==> config.mk <==
export PLATFORM = sky130hd
export DESIGN_NAME = svg_queue
export DESIGN_NICKNAME = d
export VERILOG_FILES = /design/src/design/svg_pkg.sv /design/src/design/svg_queue.sv
export SDC_FILE = /design/constraint.sdc
export NUM_CORES = 1
export LEC_CHECK = 0
export BUFFER_PORTS_ARGS = -buffer_cell sky130_fd_sc_hd__buf_2
export CAP_MARGIN = 20
export CORE_MARGIN = 5
export CORE_UTILIZATION = 32
export DETAILED_ROUTE_END_ITERATION = 10
export PLACE_DENSITY_LB_ADDON = 0.15
export RECOVER_POWER = 50
export REMOVE_ABC_BUFFERS = 1
export SETUP_SLACK_MARGIN = 0.15
export SYNTH_ARGS = -nofsm -noshare
export SYNTH_HDL_FRONTEND = slang
export SYNTH_SLANG_ARGS = --single-unit
==> constraint.sdc <==
create_clock -name i_clk -period 12 [get_ports i_clk]
set_input_delay 0 -clock i_clk [delete_from_list [all_inputs] [get_ports i_clk]]
set_output_delay 0 -clock i_clk [all_outputs]
set_load 0.05 [all_outputs]
==> src/design/svg_pkg.sv <==
// Shared types and constants for the sprite quad vertex generator.
package svg_pkg;

    localparam int COUNT_W     = 11;
    localparam int SLOT_W      = 12;
    localparam int TRIG_W      = 18;
    localparam int PROD_W      = 50;
    localparam int QUEUE_DEPTH = 4;

    localparam logic CMD_ADD   = 1'b0;
    localparam logic CMD_FLUSH = 1'b1;

    // sine approximation constants, Q2.14 phase domain
    localparam int QUARTER_TURN = 16384;
    localparam int HALF_TURN    = 32768;
    localparam int THREE_QUARTER = 49152;
    localparam int FULL_TURN    = 65536;
    localparam int SIN_C0       = 102944;
    localparam int SIN_C1       = 42047;
    localparam int SIN_C2       = 4639;

    typedef enum logic [1:0] {
        ST_VERTEX = 2'd0,
        ST_FLUSH  = 2'd1,
        ST_FULL   = 2'd2
    } t_status;

    typedef struct packed {
        logic               cmd;
        logic signed [31:0] pos_x;
        logic signed [31:0] pos_y;
        logic signed [31:0] pos_z;
        logic [15:0]        angle;
        logic signed [31:0] size_x;
        logic signed [31:0] size_y;
        logic [7:0]         tint_red;
        logic [7:0]         tint_green;
        logic [7:0]         tint_blue;
        logic [7:0]         tint_alpha;
    } t_cmd_item;

    typedef struct packed {
        logic [1:0]         status;
        logic [SLOT_W-1:0]  vertex_slot;
        logic signed [31:0] vert_x;
        logic signed [31:0] vert_y;
        logic signed [31:0] vert_z;
        logic [7:0]         out_red;
        logic [7:0]         out_green;
        logic [7:0]         out_blue;
        logic [7:0]         out_alpha;
        logic               tex_u;
        logic               tex_v;
        logic               last;
    } t_vtx_item;

    // classified work item handed from front to back
    typedef struct packed {
        t_status                   kind;
        logic [SLOT_W-1:0]         slot;
        logic signed [31:0]        pos_x;
        logic signed [31:0]        pos_y;
        logic signed [31:0]        pos_z;
        logic [31:0]               tint;
        logic signed [PROD_W-1:0]  p_cx;   // cos * size_x
        logic signed [PROD_W-1:0]  p_sy;   // sin * size_y
        logic signed [PROD_W-1:0]  p_sx;   // sin * size_x
        logic signed [PROD_W-1:0]  p_cy;   // cos * size_y
    } t_job;

endpackage

==> src/design/svg_queue.sv <==
// Short job queue between the front end and the vertex back end.
module svg_queue
    import svg_pkg::*;
(
    input  logic i_clk,
    input  logic i_rst_n,
    input  logic i_push_valid,
    output logic o_push_ready,
    input  t_job i_push,
    output logic o_pop_valid,
    input  logic i_pop_ready,
    output t_job o_pop
);

    localparam int PTR_W = $clog2(QUEUE_DEPTH);

    logic [PTR_W-1:0] r_wr, r_rd;
    logic [PTR_W:0]   r_fill;
    logic             push, pop;
    t_job             r_slots [QUEUE_DEPTH];

    assign o_push_ready = r_fill != (PTR_W+1)'(QUEUE_DEPTH);
    assign o_pop_valid  = r_fill != '0;
    assign o_pop        = r_slots[r_rd];
    assign push         = i_push_valid && o_push_ready;
    assign pop          = o_pop_valid && i_pop_ready;

    always_ff @(posedge i_clk) begin
        if (!i_rst_n) begin
            r_wr   <= '0;
            r_rd   <= '0;
            r_fill <= '0;
        end else begin
            if (push) begin
                r_wr <= r_wr + PTR_W'(1);
            end
            if (pop) begin
                r_rd <= r_rd + PTR_W'(1);
            end
            if (push && !pop) begin
                r_fill <= r_fill + (PTR_W+1)'(1);
            end else if (pop && !push) begin
                r_fill <= r_fill - (PTR_W+1)'(1);
            end
        end
    end

    always_ff @(posedge i_clk) begin
        if (push) begin
            r_slots[r_wr] <= i_push;
        end
    end

endmodule

# ---- Yosys cells after proc, flatten, opt, wreduce, memory -nomap -nowiden
# Memory sizes are Yosys's and may differ from the RTL's. A register that Yosys moved wholly into a read port is not among the register bits.
# Index checks and enable logic that the tools add are counted.
dict set report classes {
  addsub 4
  reduce_logical 8
  eq_ne 1
  n_mux 6
}
# cell n
set op_table {}
lappend op_table {{3-bit two-way mux} 2}
lappend op_table {{2-bit by 1-bit adder with 2-bit output (second input constant)} 2}
lappend op_table {{1-bit logical AND} 4}
lappend op_table {{2-bit two-way mux} 2}
lappend op_table {{3-bit by 1-bit adder with 3-bit output (second input constant)} 1}
lappend op_table {{3-bit != test (second input constant)} 1}
lappend op_table {{3-bit nonzero test} 1}
lappend op_table {{3-bit by 1-bit subtractor with 3-bit output (second input constant)} 1}
lappend op_table {{1-bit logical NOT} 2}
lappend op_table {{1-bit two-way mux} 2}
lappend op_table {{2-bit nonzero test} 1}
dict set report word_totals {
  input_bits 346
  mem_bits_rw 1368
  reg_bits 7
  mem_count 1
}
# memory depth width read_ports rd_ports_with_merged_regs write_ports line
set memory_table {}
lappend memory_table {r_slots 4 342 1 1 1 svg_queue.sv:20} ;# t_job r_slots [QUEUE_DEPTH];

# ---- Depth between registers and ports, before layout
dict set report logic_depth {
  depth_word 6
  ltp_mapped 8
  ltp_nobuf 8
}

# ---- Least setup slack after synthesis
# OpenSTA, ideal clock, no wires.
dict set report synth_path {
  path_kind {reg2reg}
  startpoint {register r_fill[0]}
  endpoint {memory r_slots[0][0] (netlist bit) (enable)}
  path_stages_with_launch 4
  setup_time_ns 0.748
  arrival_time_ns 8.559
  synth_period_minus_slack_ns 9.307
  n_path_buf 0
  required_time_ns 11.252
  path_slack_ns 2.693
  path_cell_list {dfxtp_1 -> nor2_1 -> a21boi_2 -> and2_1}
}
dict set report synth_between {
  elab_chain_len 4
}
# element line
set synth_lines {}
lappend synth_lines {{start: declaration} svg_queue.sv:18} ;# logic [PTR_W:0] r_fill;
lappend synth_lines {{start signal: assignment} svg_queue.sv:41} ;# r_fill <= r_fill + (PTR_W+1)'(1);
lappend synth_lines {{start signal: assignment} svg_queue.sv:43} ;# r_fill <= r_fill - (PTR_W+1)'(1);
lappend synth_lines {{3-bit != test} svg_queue.sv:22} ;# assign o_push_ready = r_fill != (PTR_W+1)'(QUEUE_DEPTH);
lappend synth_lines {{1-bit logical AND} svg_queue.sv:25} ;# assign push = i_push_valid && o_push_ready;
lappend synth_lines {{net push} svg_queue.sv:19} ;# logic push, pop;
lappend synth_lines {{1-bit two-way mux} svg_queue.sv:49} ;# if (push) begin
lappend synth_lines {{1-bit two-way mux (implied by the code)} svg_queue.sv:50} ;# r_slots[r_wr] <= i_push;
lappend synth_lines {{end: declaration} svg_queue.sv:20}
# The timed path passes the listed nets, and every way through them passes these cells.

# ---- Final worst setup path
dict set report layout_path {
  startpoint {register r_fill[0]}
  endpoint {memory r_slots[2][298] (netlist bit) (enable)}
}
# The elaborated chain is that of the path after synthesis.

==> metrics.md <==
| Metric | Value |
|---|---|
| Clock Sinks | `1377` |
| Worst slew margin | `-163.1%` |
| P_leak | `22.00 nW` |
| Post-synthesis adder-cell area fraction | `less than 1%` |
| CTS Buf Count | `150` |
| H-tree lvl count | `4` |
| Gr ovfl total | `0` |
| Clock transition at the registers of the reported paths | `60 ps` |
| Wire per inst | `roughly 22 microns` |
| Comb pwr share | `31.9%` |
| Final min period | `7080 ps` |
| Power share of the sequential group | `39.6%` |
| Setup Viol. Count Final | `0` |
| Core ar. | `between 0.15 and 0.2 sq mm` |
| DPL Wire Length | `71840 microns` |
| Switch Pwr | `5.386 mW` |
| Initial Util | `around 32%` |
| Worst hold start | `i_push[311]` |
| Pin count of the biggest net entering global routing | `about 140` |
| Die Width | `404.6 microns` |
| Post-CTS setup buffers | `0` |
| Critical setup path kind | `reg2reg` |
| Post-CTS Resized | `0` |
| Vias in the first global route | `27086` |
| Synthesized area | `~0.050 sq mm` |
| Clock tree buffer depth | `3` |
| Hold slack final | `97.44 ps` |
| YS warnings | `0` |
| Status | `finished with violations` |
| Fin util | `42.96%` |
| Via count | `24635` |
| Layout cell share with drive strength beyond 1 | `34.74%` |
| Synth Area in Compound Gates | `less than 1%` |
| # DRC | `0` |
| RSZ-0062 raised after global routing | `false` |
| Drt via density | `4.544` |
| FF+latch count, synth | `about 1400` |
| Final ANT Viol Nets | `0` |
| IO buf count | `689` |
| Worst Tran Pin Value | `3947 ps` |
| First-pass GRT wire length | `around 180000 microns` |
| Switching share of power | `35.50%` |
| Synth cell types | `22` |
| CTS tree | `done` |
| Antenna violations before repair | `20` |
| Sequential fraction of the synthesis area | `82.80%` |
| Gr usage total | `between 10 and 15%` |
| Total Nets Final | `between 3000 and 4000` |
| Cell Pwr Density | `approximately 230 mW/mm^2` |
| Clk pwr share | `between 20 and 30%` |
| Synth Area in XOR/XNOR | `0.07031%` |
| Die height | `404.6 microns` |
| I/O pin count | `690` |
| Clk_lat worst skew | `740 ps` |
| Failing checks | `capacitance limit, slew limit` |
| Fin. max-slew vios | `193` |
| Synth Area in Simple Gates | `0.1833%` |
| Crit share post-route | `about three fifths` |
| Gpl congestion | `0.7206` |
| Worst Path Required | `12360 ps` |
| Mean Syn Cell Area | `27.17 sq um` |
| Full die area | `0.1637 sq mm` |
| R2R depth | `6` |
| Max Cap Viol | `4` |
| Critical path endpoint category | `flip-flop` |
| Post-synthesis mux area share | `15.52%` |
| Crit path DAT | `7440 ps` |
| CP startpoint | `r_fill[0]$_SDFFE_PN0P_` |
| Hold path depth | `2` |
| Worst Hold Class | `in2reg` |
| Detailed Route WL | `119000 microns` |
| RR Startpoint | `r_fill[0]$_SDFFE_PN0P_` |
| FP Rows | `144` |
| CP Max Fanout | `125` |
| First DRT Iteration DRCs | `1289` |
| Final Skew | `21.32 ps` |
| Internal power | `9.786 mW` |
| Hold Fails Final Rpt | `0` |
| Setup tns final | `0 ps` |
| Crit path launch type | `flip-flop` |
| Mapped Cells | `1834` |
| Largest family of logic cells by synthesized area | `multiplexers` |
| Drt pass-1 iters | `5` |
| Peak VDD IR | `0.1674 mV` |
| FMAX | `141.2 MHz` |
| CTS Root Cell | `clkbuf_16` |
| Layout area overhead | `33.11%` |
| Hold_buf cts | `roughly 620` |
==> sequential cells by signal, indices dropped and copies added (netlist names), named ones only <==
name / cells
r_slots: 1368
r_fill: 3
r_rd: 2
r_wr: 2
==> power by group through the flow <==
stage                     clock network, mW  registers (mW)  logic, mW
final                                  4.33            6.00       4.84
after global routing                   4.70            6.05       5.08
after CTS                              4.48            6.01       4.97
after detailed placement                  0            6.10       4.78
after global placement                    0            6.07       4.78
after floorplan                           0            6.47       3.65
==> cells in the mapped netlist <==
| cell | instances | share of area (%) |
|---|---|---|
| xor2_1 | 1 | 0.018 |
| o21ai_0 | 1 | 0.010 |
| o311ai_0 | 1 | 0.018 |
| o31ai_1 | 1 | 0.015 |
| inv_1 | 3 | 0.023 |
| mux2i_1 | 3 | 0.060 |
| or3_1 | 2 | 0.025 |
| nor2b_1 | 1 | 0.013 |
| fa_1 | 1 | 0.040 |
| a21boi_0 | 1 | 0.015 |
| and2_1 | 8 | 0.10 |
| a21boi_2 | 1 | 0.023 |
| nor2_1 | 1 | 0.0075 |
| buf_2 | 37 | 0.37 |
| edfxtp_1 | 1368 | 82 |
| xnor2_1 | 3 | 0.053 |
| clkbuf_1 | 8 | 0.060 |
| dfxtp_1 | 9 | 0.36 |
| ha_1 | 5 | 0.13 |
| buf_6 | 32 | 0.72 |
| nand2_1 | 5 | 0.038 |
| mux4_2 | 342 | 15 |
==> cells in the final DEF, fill, tap and decap left out, types with 4 or more instances in the layout <==
cell type	instances
dfxtp_1	7
edfxtp_1	1368
buf_2	601
buf_12	8
bufinv_16	7
ha_1	5
buf_4	17
and2_0	8
diode_2	18
inv_6	4
clkinv_8	4
clkinv_2	19
clkbuf_1	118
nand2_1	5
clkinv_1	44
clkbuf_16	152
mux4_2	342
dlygate4sd3_1	617
==> per-stage QoR <==
step / instance area, sq um / cells / worst slack (ps) / power (mW)
final: 66330 / 5421 / 4920 / 15.17
after global placement: 55560 / 4515 / 7596 / 10.85
after global routing: 66300 / 5411 / 4100 / 15.82
after detailed placement: 55560 / 4515 / 7571 / 10.89
after CTS: 66400 / 5403 / 7462 / 15.45
after floorplan: 49250 / 1757 / -3336 / 10.12
==> routing by layer <==
| layer | GRT usage [%] | wire length (microns) | up-vias |
|---|---|---|---|
| met5 | 0 | 52 | - |
| met4 | 4.055 | 2846 | 8 |
| met3 | 4.734 | 8774 | 190 |
| met2 | 24.39 | 60110 | 670 |
| met1 | 17.41 | 47240 | 12882 |
| li1 | - | - | 10885 |
==> critical path, stage by stage, from the launching register on <==
cell and delay (ps):
dfxtp_1 470, nor2_1 100, a21boi_0 1080, and2_0 2790, buf_4 700, buf_4 670, buf_12 620
==> logic make-up after synthesis <==
logic type      count (synthesis)
compound gates                  5
xor+xnor                        4
fa+ha+maj                       6
buf+inv                        80
flops                        1377
mux                           345
simple gates                   17
==> worst paths after layout <==
path,endpoint,slack [ps]
max,r_slots[2][298]$_DFFE_PP_,4920
min,r_slots[3][311]$_DFFE_PP_,100
max reg2reg,r_slots[2][298]$_DFFE_PP_,4920
min reg2reg,r_wr[0]$_SDFFE_PN0P_,510
==> area by class of cell <==
cell class | count | area [sq um]
Clock inverter | 89 | 749.5
Timing Repair Buffer | 1331 | 9802
Sequential cell | 1377 | 41270
Clock buffer | 182 | 3916
Inverter | 3 | 11.26
Tap cell | 2044 | 2557
Antenna cell | 18 | 45.04
Multi-Input combinational cell | 377 | 7978
Fill cell | 13493 | 88080
(Power assumes the default switching activity.)
