File: src/design/svg_pkg.sv
// Shared types and constants for the sprite quad vertex generator.
package svg_pkg;

    localparam int COUNT_W     = 11;
    localparam int SLOT_W      = 12;
    localparam int TRIG_W      = 18;
    localparam int PROD_W      = 50;
    localparam int QUEUE_DEPTH = 4;

    localparam logic CMD_ADD   = 1'b0;
    localparam logic CMD_FLUSH = 1'b1;

    // sine approximation constants, Q2.14 phase domain
    localparam int QUARTER_TURN = 16384;
    localparam int HALF_TURN    = 32768;
    localparam int THREE_QUARTER = 49152;
    localparam int FULL_TURN    = 65536;
    localparam int SIN_C0       = 102944;
    localparam int SIN_C1       = 42047;
    localparam int SIN_C2       = 4639;

    typedef enum logic [1:0] {
        ST_VERTEX = 2'd0,
        ST_FLUSH  = 2'd1,
        ST_FULL   = 2'd2
    } t_status;

    typedef struct packed {
        logic               cmd;
        logic signed [31:0] pos_x;
        logic signed [31:0] pos_y;
        logic signed [31:0] pos_z;
        logic [15:0]        angle;
        logic signed [31:0] size_x;
        logic signed [31:0] size_y;
        logic [7:0]         tint_red;
        logic [7:0]         tint_green;
        logic [7:0]         tint_blue;
        logic [7:0]         tint_alpha;
    } t_cmd_item;

    typedef struct packed {
        logic [1:0]         status;
        logic [SLOT_W-1:0]  vertex_slot;
        logic signed [31:0] vert_x;
        logic signed [31:0] vert_y;
        logic signed [31:0] vert_z;
        logic [7:0]         out_red;
        logic [7:0]         out_green;
        logic [7:0]         out_blue;
        logic [7:0]         out_alpha;
        logic               tex_u;
        logic               tex_v;
        logic               last;
    } t_vtx_item;

    // classified work item handed from front to back
    typedef struct packed {
        t_status                   kind;
        logic [SLOT_W-1:0]         slot;
        logic signed [31:0]        pos_x;
        logic signed [31:0]        pos_y;
        logic signed [31:0]        pos_z;
        logic [31:0]               tint;
        logic signed [PROD_W-1:0]  p_cx;   // cos * size_x
        logic signed [PROD_W-1:0]  p_sy;   // sin * size_y
        logic signed [PROD_W-1:0]  p_sx;   // sin * size_x
        logic signed [PROD_W-1:0]  p_cy;   // cos * size_y
    } t_job;

endpackage

File: src/design/svg_ifs.sv


interface svg_vtx_if import svg_pkg::*; ();
    logic      valid;
    logic      ready;
    t_vtx_item data;

    modport source (output valid, output data, input ready);
    modport sink   (input valid, input data, output ready);
endinterface

File: src/design/svg_back.sv
// Back end: walks the four corners of a quad, rounds, translates and saturates.
module svg_back
    import svg_pkg::*;
(
    input  logic       i_clk,
    input  logic       i_rst_n,
    input  logic       i_job_valid,
    output logic       o_job_ready,
    input  t_job       i_job,
    svg_vtx_if.source  o_vtx
);

    localparam int RAW_W = PROD_W + 2;
    localparam int SUM_W = RAW_W + 1;
    localparam int FRAC_DROP = 17;

    // per corner: bit set where the unit offset is negative
    localparam logic [3:0] NEG_X = 4'b1001;
    localparam logic [3:0] NEG_Y = 4'b0011;
    localparam logic [3:0] TEX_U = 4'b0110;
    localparam logic [3:0] TEX_V = 4'b1100;

    localparam logic signed [SUM_W-1:0] ROUND_HALF = SUM_W'(65536);
    localparam logic signed [SUM_W-1:0] SAT_HI     = (SUM_W'(1) <<< 31) - SUM_W'(1);
    localparam logic signed [SUM_W-1:0] SAT_LO     = -(SUM_W'(1) <<< 31);

    typedef struct packed {
        t_status                  status;
        logic [SLOT_W-1:0]        slot;
        logic signed [RAW_W-1:0]  raw_x;
        logic signed [RAW_W-1:0]  raw_y;
        logic signed [31:0]       pos_x;
        logic signed [31:0]       pos_y;
        logic signed [31:0]       pos_z;
        logic [31:0]              tint;
        logic                     tex_u;
        logic                     tex_v;
        logic                     last;
    } t_corner;

    function automatic logic signed [31:0] sat32(input logic signed [SUM_W-1:0] v);
        if (v > SAT_HI) begin
            return 32'sh7FFFFFFF;
        end else if (v < SAT_LO) begin
            return 32'sh80000000;
        end else begin
            return v[31:0];
        end
    endfunction

    logic       a_adv, b_adv, fire, is_quad, job_last;
    logic [1:0] r_corner;
    logic       r_a_vld, r_b_vld;
    t_corner    n_a, r_a;
    t_vtx_item  n_b, r_b;

    logic signed [RAW_W-1:0] ext_cx, ext_sy, ext_sx, ext_cy;
    logic signed [SUM_W-1:0] sum_x, sum_y, sh_x, sh_y;

    assign b_adv       = !r_b_vld || o_vtx.ready;
    assign a_adv       = !r_a_vld || b_adv;
    assign is_quad     = i_job.kind == ST_VERTEX;
    assign job_last    = !is_quad || r_corner == 2'd3;
    assign fire        = i_job_valid && a_adv;
    assign o_job_ready = a_adv && job_last;
    assign o_vtx.valid = r_b_vld;
    assign o_vtx.data  = r_b;

    always_comb begin
        ext_cx = RAW_W'($signed(i_job.p_cx));
        ext_sy = RAW_W'($signed(i_job.p_sy));
        ext_sx = RAW_W'($signed(i_job.p_sx));
        ext_cy = RAW_W'($signed(i_job.p_cy));

        n_a.status = i_job.kind;
        n_a.last   = job_last;
        if (is_quad) begin
            n_a.slot  = {i_job.slot[SLOT_W-1:2], r_corner};
            // x = sx*c*w - sy*s*h, y = sx*s*w + sy*c*h
            n_a.raw_x = (NEG_X[r_corner] ? -ext_cx : ext_cx)
                      + (NEG_Y[r_corner] ? ext_sy : -ext_sy);
            n_a.raw_y = (NEG_X[r_corner] ? -ext_sx : ext_sx)
                      + (NEG_Y[r_corner] ? -ext_cy : ext_cy);
            n_a.pos_x = i_job.pos_x;
            n_a.pos_y = i_job.pos_y;
            n_a.pos_z = i_job.pos_z;
            n_a.tint  = i_job.tint;
            n_a.tex_u = TEX_U[r_corner];
            n_a.tex_v = TEX_V[r_corner];
        end else begin
            n_a.slot  = i_job.slot;
            n_a.raw_x = '0;
            n_a.raw_y = '0;
            n_a.pos_x = '0;
            n_a.pos_y = '0;
            n_a.pos_z = '0;
            n_a.tint  = '0;
            n_a.tex_u = 1'b0;
            n_a.tex_v = 1'b0;
        end
    end

    // round to nearest (ties up) folded into the translate add
    always_comb begin
        sum_x = SUM_W'($signed(r_a.raw_x)) + (SUM_W'($signed(r_a.pos_x)) <<< FRAC_DROP)
              + ROUND_HALF;
        sum_y = SUM_W'($signed(r_a.raw_y)) + (SUM_W'($signed(r_a.pos_y)) <<< FRAC_DROP)
              + ROUND_HALF;
        sh_x  = sum_x >>> FRAC_DROP;
        sh_y  = sum_y >>> FRAC_DROP;

        n_b.status      = r_a.status;
        n_b.vertex_slot = r_a.slot;
        n_b.vert_x      = sat32(sh_x);
        n_b.vert_y      = sat32(sh_y);
        n_b.vert_z      = r_a.pos_z;
        n_b.out_red     = r_a.tint[31:24];
        n_b.out_green   = r_a.tint[23:16];
        n_b.out_blue    = r_a.tint[15:8];
        n_b.out_alpha   = r_a.tint[7:0];
        n_b.tex_u       = r_a.tex_u;
        n_b.tex_v       = r_a.tex_v;
        n_b.last        = r_a.last;
    end

    always_ff @(posedge i_clk) begin
        if (!i_rst_n) begin
            r_corner <= '0;
            r_a_vld  <= 1'b0;
            r_b_vld  <= 1'b0;
        end else begin
            if (fire) begin
                r_corner <= job_last ? 2'd0 : r_corner + 2'd1;
            end
            if (a_adv) begin
                r_a_vld <= i_job_valid;
            end
            if (b_adv) begin
                r_b_vld <= r_a_vld;
            end
        end
    end

    always_ff @(posedge i_clk) begin
        if (fire) begin
            r_a <= n_a;
        end
        if (b_adv && r_a_vld) begin
            r_b <= n_b;
        end
    end

endmodule

File: src/flat_wrapper.sv
// flat-port wrapper written by rule: the top's interface ports become plain ports
module svg_back_flat import svg_pkg::*;
  (i_clk, i_rst_n, i_job_valid, o_job_ready, i_job, o_vtx_valid, o_vtx_data, o_vtx_ready);
  svg_vtx_if o_vtx_i ();
  input  logic i_clk;
  input  logic i_rst_n;
  input  logic i_job_valid;
  output logic o_job_ready;
  input  t_job i_job;
  output wire logic [$bits(o_vtx_i.valid)-1:0] o_vtx_valid;
  output wire logic [$bits(o_vtx_i.data)-1:0] o_vtx_data;
  input wire logic [$bits(o_vtx_i.ready)-1:0] o_vtx_ready;
  assign o_vtx_valid = o_vtx_i.valid;
  assign o_vtx_data = o_vtx_i.data;
  assign o_vtx_i.ready = o_vtx_ready;
  svg_back u_core (.i_clk(i_clk), .i_rst_n(i_rst_n), .i_job_valid(i_job_valid), .o_job_ready(o_job_ready), .i_job(i_job), .o_vtx(o_vtx_i));
endmodule
File: config.mk
export PLATFORM = sky130hd
export DESIGN_NAME = svg_back_flat
export DESIGN_NICKNAME = d
export VERILOG_FILES = /design/src/design/svg_pkg.sv /design/src/design/svg_ifs.sv /design/src/design/svg_back.sv /design/src/flat_wrapper.sv
export SDC_FILE = /design/constraint.sdc
export NUM_CORES = 1
export LEC_CHECK = 0
export BUFFER_PORTS_ARGS = -buffer_cell sky130_fd_sc_hd__buf_2
export CORE_ASPECT_RATIO = 0.75
export CORE_MARGIN = 10
export CORE_UTILIZATION = 38
export CTS_CLUSTER_SIZE = 25
export DETAILED_ROUTE_END_ITERATION = 8
export GPL_TIMING_DRIVEN = 1
export PLACE_DENSITY_LB_ADDON = 0.08
export SLEW_MARGIN = 20
export SYNTH_ARGS = -nofsm -noshare
export SYNTH_HDL_FRONTEND = slang
export SYNTH_SLANG_ARGS = --single-unit
File: constraint.sdc
create_clock -name i_clk -period 11.63 [get_ports i_clk]
set_clock_uncertainty 0.2 [all_clocks]
set_input_delay 2.326 -clock i_clk [delete_from_list [all_inputs] [get_ports i_clk]]
set_output_delay 2.326 -clock i_clk [all_outputs]
set_load 0.01 [all_outputs]
---- Yosys cells after proc, flatten, opt, wreduce, memory -nomap -nowiden ----
Index checks and enable logic that the tools add are counted.
cells by class
  equality and inequality tests ........... 1
  add/subtract/negate cells ............... 11
  reduce and logical (&&, ||, !) cells .... 10
  multiplexer cells ....................... 16
  $lt $le $gt $ge ......................... 5
operators by type and width
  kind                    number
  $mux 236                1
  $mux 52                 4
  $neg 50->52             4
  $add 52x49->53          2
  $add 53x18->53 const B  2
  $add 52x52->52          2
  $gt 36x32->1 const B    2
  $lt 36x32->1 const B    2
  $mux 32                 2
  $bmux 1 s2              4
  $mux 1                  4
  $logic_and 1x1->1       3
  $logic_not 1->1         3
  $logic_or 1x1->1        3
  $lt 2x3->1 const B      1
  $add 2x1->2 const B     1
  $eq 2x2->1 const B      1
  $logic_not 2->1         1
  $mux 2                  1
storage, ports and cells
  word-level logic and storage cells ...... 69
  flip-flop bits (word level) ............. 398
  input port bits ......................... 346

---- Longest topological paths before layout ----
Gate-level depths: netlist of run 1.
  depth in word-level cells ............... 5
  depth in mapped cells ................... 24
  mapped depth without buffers ............ 23

---- Worst setup path before layout of run 1 ----
OpenSTA, ideal clock, no wires.
  kind .................................... input port to flip-flop
  start ................................... input o_vtx_ready
  end ..................................... register u_core.r_b, in the netlist u_core.o_vtx.data[0], enable pin
  arrival time ............................ 8.812 ns
  data required time ...................... 10.762 ns
  slack ................................... 1.949 ns
  path buffers ............................ 0
  stages .................................. 2
  library setup time ...................... 0.668 ns
  path through ............................ nor2b_1 -> nor2b_1
between the ends
  cells in the longest elaborated chain, start to end .. 2
RTL lines
  element               RTL line            RTL
  start, declared       flat_wrapper.sv:12  input wire logic [$bits(o_vtx_i.ready)-1:0] o_vtx_ready;
  $logic_or 1x1->1      svg_back.sv:60      assign b_adv = !r_b_vld || o_vtx.ready;
  $logic_and 1x1->1     svg_back.sv:148     if (b_adv && r_a_vld) begin
  end signal, assigned  svg_back.sv:149     r_b <= n_b;
  end, declared         svg_back.sv:55      t_vtx_item n_b, r_b;
Every way passes these cells.
A chain may end at the register's enable or synchronous reset.

---- Worst setup path after layout of run 1 ----
  start ................................... input i_job[51] (netlist bit)
  end ..................................... register u_core.r_a[182] (netlist bit) (data pin)
between the ends
  cells in the longest elaborated chain, start to end .. 3
RTL lines
  element               RTL line           RTL
  start, declared       flat_wrapper.sv:9  input t_job i_job;
  $neg 50->52           svg_back.sv:82     n_a.raw_y = (NEG_X[r_corner] ? -ext_sx : ext_sx)
  $mux 52 (*)           svg_back.sv:82
  $add 52x52->52 (*)    svg_back.sv:83     + (NEG_Y[r_corner] ? -ext_cy : ext_cy);
  end signal, assigned  svg_back.sv:146    r_a <= n_a;
  end, declared         svg_back.sv:54     t_corner n_a, r_a;
Every way passes the cells marked *; elsewhere a longest branch is shown, timed or not.

==> results of run 1 <==
-- metal layers --
metal / part of all wire / wire length (um)
met4: 0.012 / 992
met2: 0.42 / 33900
met3: 0.071 / 5710
met1: 0.49 / 39200
met5: 0.0024 / 192
-- report_power, final --
group          total [mW]  internal, mW  switching (mW)
clock                1.18         0.670           0.509
sequential           1.62          1.58          0.0387
combinational        1.06         0.415           0.646
total                3.86          2.66            1.19
-- cell families (layout without fill, tap and decap cells) --
family | after synthesis | count (layout) | share of synthesized area
other cells | 0 | 10 | 0
simple gates | 828 | 828 | 0.171
mux | 8 | 8 | 0.00336
compound gates | 651 | 651 | 0.163
flops | 366 | 366 | 0.439
fa+ha+maj | 177 | 177 | 0.0893
xor+xnor | 310 | 310 | 0.109
buf+inv | 169 | 658 | 0.0254
-- area by class of cell --
type,instances,share of cell area
Multi-Input combinational cell,1974,0.454
Sequential cell,366,0.370
Timing Repair Buffer,504,0.0868
Inverter,83,0.0108
Antenna cell,10,0.000846
Clock inverter,20,0.00453
Tap cell,871,0.0368
Clock buffer,51,0.0360
-- cell usage after synthesis, types with 5 or more instances --
| master | number | area [um^2] |
|---|---|---|
| o41ai_1 | 10 | 87.6 |
| nor2_1 | 251 | 942 |
| and4_1 | 6 | 52.6 |
| o22ai_1 | 30 | 188 |
| inv_1 | 83 | 312 |
| or2_2 | 11 | 68.8 |
| xnor2_1 | 138 | 1210 |
| nand4_1 | 31 | 194 |
| nor4_1 | 43 | 269 |
| and3_1 | 18 | 113 |
| o31ai_1 | 25 | 188 |
| nor2b_1 | 24 | 150 |
| a21o_1 | 84 | 631 |
| mux2i_1 | 5 | 50.1 |
| and2_1 | 146 | 913 |
| nor3_1 | 65 | 325 |
| nand2b_1 | 21 | 131 |
| o21bai_1 | 30 | 225 |
| a31oi_1 | 31 | 194 |
| o21a_1 | 15 | 113 |
| nor3b_1 | 10 | 75.1 |
| xor2_1 | 172 | 1510 |
| o211ai_1 | 10 | 75.1 |
| nand3_1 | 36 | 180 |
| a211oi_1 | 15 | 113 |
| a21oi_1 | 226 | 1130 |
| edfxtp_1 | 362 | 10900 |
| nand2_1 | 114 | 428 |
| or4_1 | 18 | 135 |
| o21ai_0 | 116 | 581 |
| clkbuf_1 | 84 | 315 |
| or3_1 | 14 | 87.6 |
| ha_1 | 175 | 2190 |
-- final timing paths --
kind	start	to	slack, ns	cells after the start
worst max register to register	u_core.r_corner[1]	u_core.r_a[232]	5.35	16
worst min-delay path	u_core.n_b[55]	u_core.o_vtx.data[55]	0.22	0
worst min register to register	u_core.n_b[55]	u_core.o_vtx.data[55]	0.22	0
worst max-delay path	i_job[51]	u_core.r_a[182]	3.54	19
-- worst max-delay path: stages --
cell,delay [ns]
buf_2,0.11
nor3_1,0.48
nand3_1,0.25
nor4_1,0.70
nand2_1,0.33
nor4_1,0.75
a21oi_1,0.18
xor2_1,0.17
ha_1,0.37
and4_1,0.26
nand3_1,0.11
nor3_1,0.07
or4_1,0.42
a211oi_1,0.22
nor3_1,0.13
o41ai_1,0.71
a311oi_1,0.20
or3_1,0.33
a21oi_1,0.14
-- registers in the layout, summed over array words and instances, names as in the netlist --
| signal | flops |
|---|---|
| u_core.n_b | 81 |
| u_core.o_vtx.data | 145 |
| u_core.o_vtx.valid | 1 |
| u_core.r_a | 136 |
| u_core.r_a_vld | 1 |
| u_core.r_corner | 2 |
-- per-stage QoR --
step / total power, mW / cell area (um^2)
finish: 3.86 / 29600
global route: 4.07 / 29600
floorplan: 2.33 / 25000
detailed placement: 2.69 / 28400
CTS: 3.89 / 29500
global placement: 2.69 / 28400
==> flow_summary.toml, run 1 <==
[run_status]
status = "complete, no violations"

[clocking]
ctsResizeCount = 0
clock_latency_ns = 0.55
path_clk_slew_ns = 0.06
numCtsBuffers = 41
holdBufCountCts = 0
cts_max_path_buffers = 3
ctsHtreeMaxLevel = 2
cts_tree = "done"
cts.sinks = 366
cts_root_buf = "clkbuf_16"
post-cts-setup-buffers = 0

[sta]
timing.slew.headroom = 0.287
tns_ns = 0
slew_viol_final = 0
fin_ws_ns = 3.54
hold_ws_ns = 0.218
worstMarginPinSlew_ns = 1.07
rsz0062_at_grt = "false"
layout_worst_path_cycle_share = 0.696
setup_viol_count_final = 0
fmax_ghz = 0.124
layout_min_cycle_time_ns = 8.09
hold_viol = 0

[grt]
grt.busiest_layer = "met1"
use_met1 = 0.297
grt_pass1_wl_mm = 121
grt.overflow.total = 0
use_met2 = 0.296
grt_pass1_vias = 20100
grt_start_max_net_pins = 146
grt_usage = 0.200
antenna_found_initial = 24
met3_usage = 0.0481

[drt]
drtAntennaViolNets = 0
remaining_drc_errors = 0
vias = 20600
wl_mm = 80.0
post_drt_wl_per_cell_um = 20.6
firstDrtPassIters = 5
drt_iter0_markers = 1557
vias_per_cell = 5.32

[yosys]
post_synth.cell_area_avg_um2 = 9.95
synthArstFlopShare = 0
ys.flop_type = "edfxtp_1"
synth-seq-cells = 366
synth.yosys.warnings = 0
synth.distinct_cells = 76
yosysSeqAreaShare = 0.439
synth_edf_count = 362
syn_inst = 2509
syn-cell-area_um2 = 25000
synth_nets = 3032

[cells_and_area]
seq_area_um2 = 11000
num-fill-cells = 6341
layout_common_cells = "buf_2, edfxtp_1, nor2_1, a21oi_1, ha_1"
multi_input_area_um2 = 13400
final_common_cell = "buf_2"
final_util = 0.454
synthToLayoutAreaGrowth_pct = 18.5
final_cell_count_no_fill = 3879
nets = 3493
layout-drive-gt1-share = 0.199

[placed_design]
dp.cells = 3798
dp_hpwl_mm = 64.4
place.gp.congestion = 0.931
place_ws_ns = 3.11
numPortBuffers = 492

[worst_setup_path]
worstPathRequired_ns = 11.82
start_kind = "input pin"
end_kind = "flop"
critPathKind = "input pin to flop"
crit_fanout = 8
cp_data_arrival_time_ns = 8.28

[floorplan]
core-area_um2 = 65200
die_w_um = 316
ios = 493
rows = 81
die_h_um = 242
die_area_um2 = 76400
initial_core_util = 0.383

[run]
max_cap_viol_count = 0

[power_and_ir_drop]
power_leakage_nw = 11.8
p_per_area_nw_per_um2 = 130
vdd_drop_max_v = 0.000108

[hold_path]
holdCritPathClass = "flop to flop"
Note: power is estimated with default switching activity, not from simulation.
==> run 2, diff against run 1 <==
--- a/config.mk
+++ b/config.mk
@@ -5,6 +5,7 @@
 export SDC_FILE = /design/constraint.sdc
 export NUM_CORES = 1
 export LEC_CHECK = 0
+export ABC_AREA = 1
 export BUFFER_PORTS_ARGS = -buffer_cell sky130_fd_sc_hd__buf_2
 export CORE_ASPECT_RATIO = 0.75
 export CORE_MARGIN = 10
==> constraint.sdc (replaced) <==
create_clock -name i_clk -period 6.65 [get_ports i_clk]
set_clock_uncertainty 0.2 [all_clocks]
set_input_delay 1.33 -clock i_clk [delete_from_list [all_inputs] [get_ports i_clk]]
set_output_delay 1.33 -clock i_clk [all_outputs]
set_load 0.01 [all_outputs]
==> run 2 against run 1 <==
Sequential power rose by 76%. Highest routed layer unchanged. Synthesized cell count increased by 70%. First-iteration DRC count is 85% higher. Critical endpoint is now u_core.r_a[164]. Setup slack worse by 2.1 ns.
==> flow_summary.toml, run 2 <==
[sta]
timing.slew.headroom = 0.341
hold_viol = 0
layout_min_cycle_time_ns = 5.22
tns_ns = 0
hold_ws_ns = 0.209
worstMarginPinSlew_ns = 0.986
fmax_ghz = 0.192
layout_worst_path_cycle_share = 0.785
slew_viol_final = 0
setup_viol_count_final = 0
rsz0062_at_grt = "false"

[power_and_ir_drop]
intPower_mw = 5.21
power_frac_clock = 0.285
pwr-share-seq = 0.338
p_switching_mw = 3.23
comb_power_share = 0.378
sw_frac_of_total = 0.383
p_total_mw = 8.44
p_per_area_nw_per_um2 = 238
vdd_drop_max_v = 0.000145
power_leakage_nw = 16.3

[clocking]
clock_latency_ns = 0.56
cts_max_path_buffers = 3
ctsHtreeMaxLevel = 2
holdBufCountCts = 0
ctsResizeCount = 0
post-cts-setup-buffers = 0
path_clk_slew_ns = 0.07
numCtsBuffers = 40
cts.sinks = 366
cts_root_buf = "clkbuf_16"
cts_tree = "done"

[yosys]
syn_inst = 4265
synth-seq-cells = 366
synthArstFlopShare = 0
synth.distinct_cells = 48
synthMuxAreaShare = 0
synthXorXnorAreaFrac = 0.0687
synth_nets = 4788
synth.yosys.warnings = 0
syn-cell-area_um2 = 30300
synthAdderAreaFrac = 0.0735
synthSimpleGateAreaFrac = 0.295
yosysMostFrequentCell = "nand2_1"
post_synth.cell_area_avg_um2 = 7.11
synth_common_cells = "nand2_1, nor2_1, inv_1"
synth_compound_area_frac = 0.115
ys.flop_type = "edfxtp_1"
synth_edf_count = 362
synth_top_area_cell = "edfxtp_1"
synth.area.top_cells = "edfxtp_1, nand2_1, nor2_1, inv_1, ha_1"
yosysSeqAreaShare = 0.361
synth_top_family_by_area = "simple AND/OR/NAND/NOR gates"
yosysTopAreaCellShare = 0.358

[cells_and_area]
synthToLayoutAreaGrowth_pct = 16.7
layout-drive-gt1-share = 0.131
largest_reg_flops = 145
final_common_cell = "nand2_1"
nets = 5276
final_util = 0.449
layout_common_cells = "nand2_1, nor2_1, inv_1, buf_2, edfxtp_1"

[worst_setup_path]
timing.rr.start = "u_core.r_corner[1]"
cpPeakStageDelay_ns = 0.47
crit_top_cell = "nor2_1"
start_kind = "input pin"
end_kind = "flop"
cp_slowest_cell = "ha_1"
cp_data_arrival_time_ns = 5.34
worstSetupStartpoint = "i_job[0]"
cp_num_buf_inv = 4
critPathKind = "input pin to flop"
crit_fanout = 5
crit_chain = "buf_2 > inv_1 > ha_1 > nand3_1 > nor2_1 > nand4_1 > nor4_2 > nand3_1 > o21ai_1 > xnor2_1 > ha_1 > nand2_1 > nor2_1 > inv_1 > nor2_1 > inv_1 > o21ai_0 > a21oi_1 > o21ai_0 > nand2_1 > nand2_1 > nor2_1"
critical-path-top-delay-family = "simple AND/OR/NAND/NOR gates"
worstPathRequired_ns = 6.77

[drt]
drt-met1-wl_mm = 60.9
wl_mm = 121
remaining_drc_errors = 0
dr_wl_met2_mm = 47.1
met3RoutedLength_mm = 10.7
firstDrtPassIters = 6
vias_per_cell = 5.16
vias = 30100
drtAntennaViolNets = 0
top_layer = "met5"
post_drt_wl_per_cell_um = 20.7
drt_iter0_markers = 2876

[placed_design]
dp_hpwl_mm = 102
place.gp.congestion = 0.989
numPortBuffers = 492

[grt]
grt_pass1_wl_mm = 177
grt_usage = 0.251
grt.overflow.total = 0
antenna_found_initial = 12
grt_pass1_vias = 28100
grt_start_max_net_pins = 148

[floorplan]
die_h_um = 265
ios = 493
die_w_um = 346
initial_core_util = 0.385
die_area_um2 = 91600
rows = 89
core-area_um2 = 78800

[hold_path]
worstHoldStart = "u_core.n_b[65]"
holdCritPathClass = "flop to flop"

[run]
max_cap_viol_count = 0

[run_status]
status = "complete, no violations"
run 2: stage by stage:
step	worst slack, ns	area, um^2	std cells
floorplan	0.0866	30300	4265
global placement	1.03	33900	5756
detailed placement	1.03	33900	5756
CTS	1.60	35400	5828
global route	1.15	35400	5829
finish	1.43	35400	5831
run 2: final timing paths:
kind	endpoint	slack, ns	cells past startpoint
setup reg to reg	u_core.r_a[159]	1.94	14
hold reg to reg	u_core.o_vtx.data[65]	0.21	0
hold / removal	u_core.o_vtx.data[65]	0.21	0
setup / recovery	u_core.r_a[164]	1.43	22
run 2: cell type report:
| type | instances | area (um^2) |
|---|---|---|
| sequential | 366 | 11000 |
| tap | 1046 | 1310 |
| multi-input combinational | 3220 | 16800 |
| clock buffer | 46 | 1070 |
| fill | 8262 | 43400 |
| inverter | 620 | 2340 |
| antenna | 2 | 5.00 |
| timing repair buffer | 505 | 2610 |
| clock inverter | 26 | 358 |
run 2: kinds of logic after synthesis:
kind of cell             after synthesis
XOR/XNOR                             238
flip-flops                           366
AND/OR/NAND/NOR                     2156
buffers and inverters                679
adder cells (fa/ha/maj)              177
AO/OA/AOI/OAI                        649
run 2: layer usage:
layer  vias up  track usage
li1      15000            -
met1     13800        0.391
met2      1241        0.352
met3       110       0.0534
met4        14       0.0410
met5         -            0
run 2: power by group through the flow:
stage | sequential, mW | combinational [mW] | clock (mW)
after floorplan | 2.92 | 1.97 | 0
final | 2.85 | 3.19 | 2.40
after CTS | 2.85 | 3.11 | 2.47
after detailed placement | 2.90 | 3.10 | 0
after global placement | 2.90 | 3.12 | 0
after global routing | 2.86 | 3.51 | 2.56
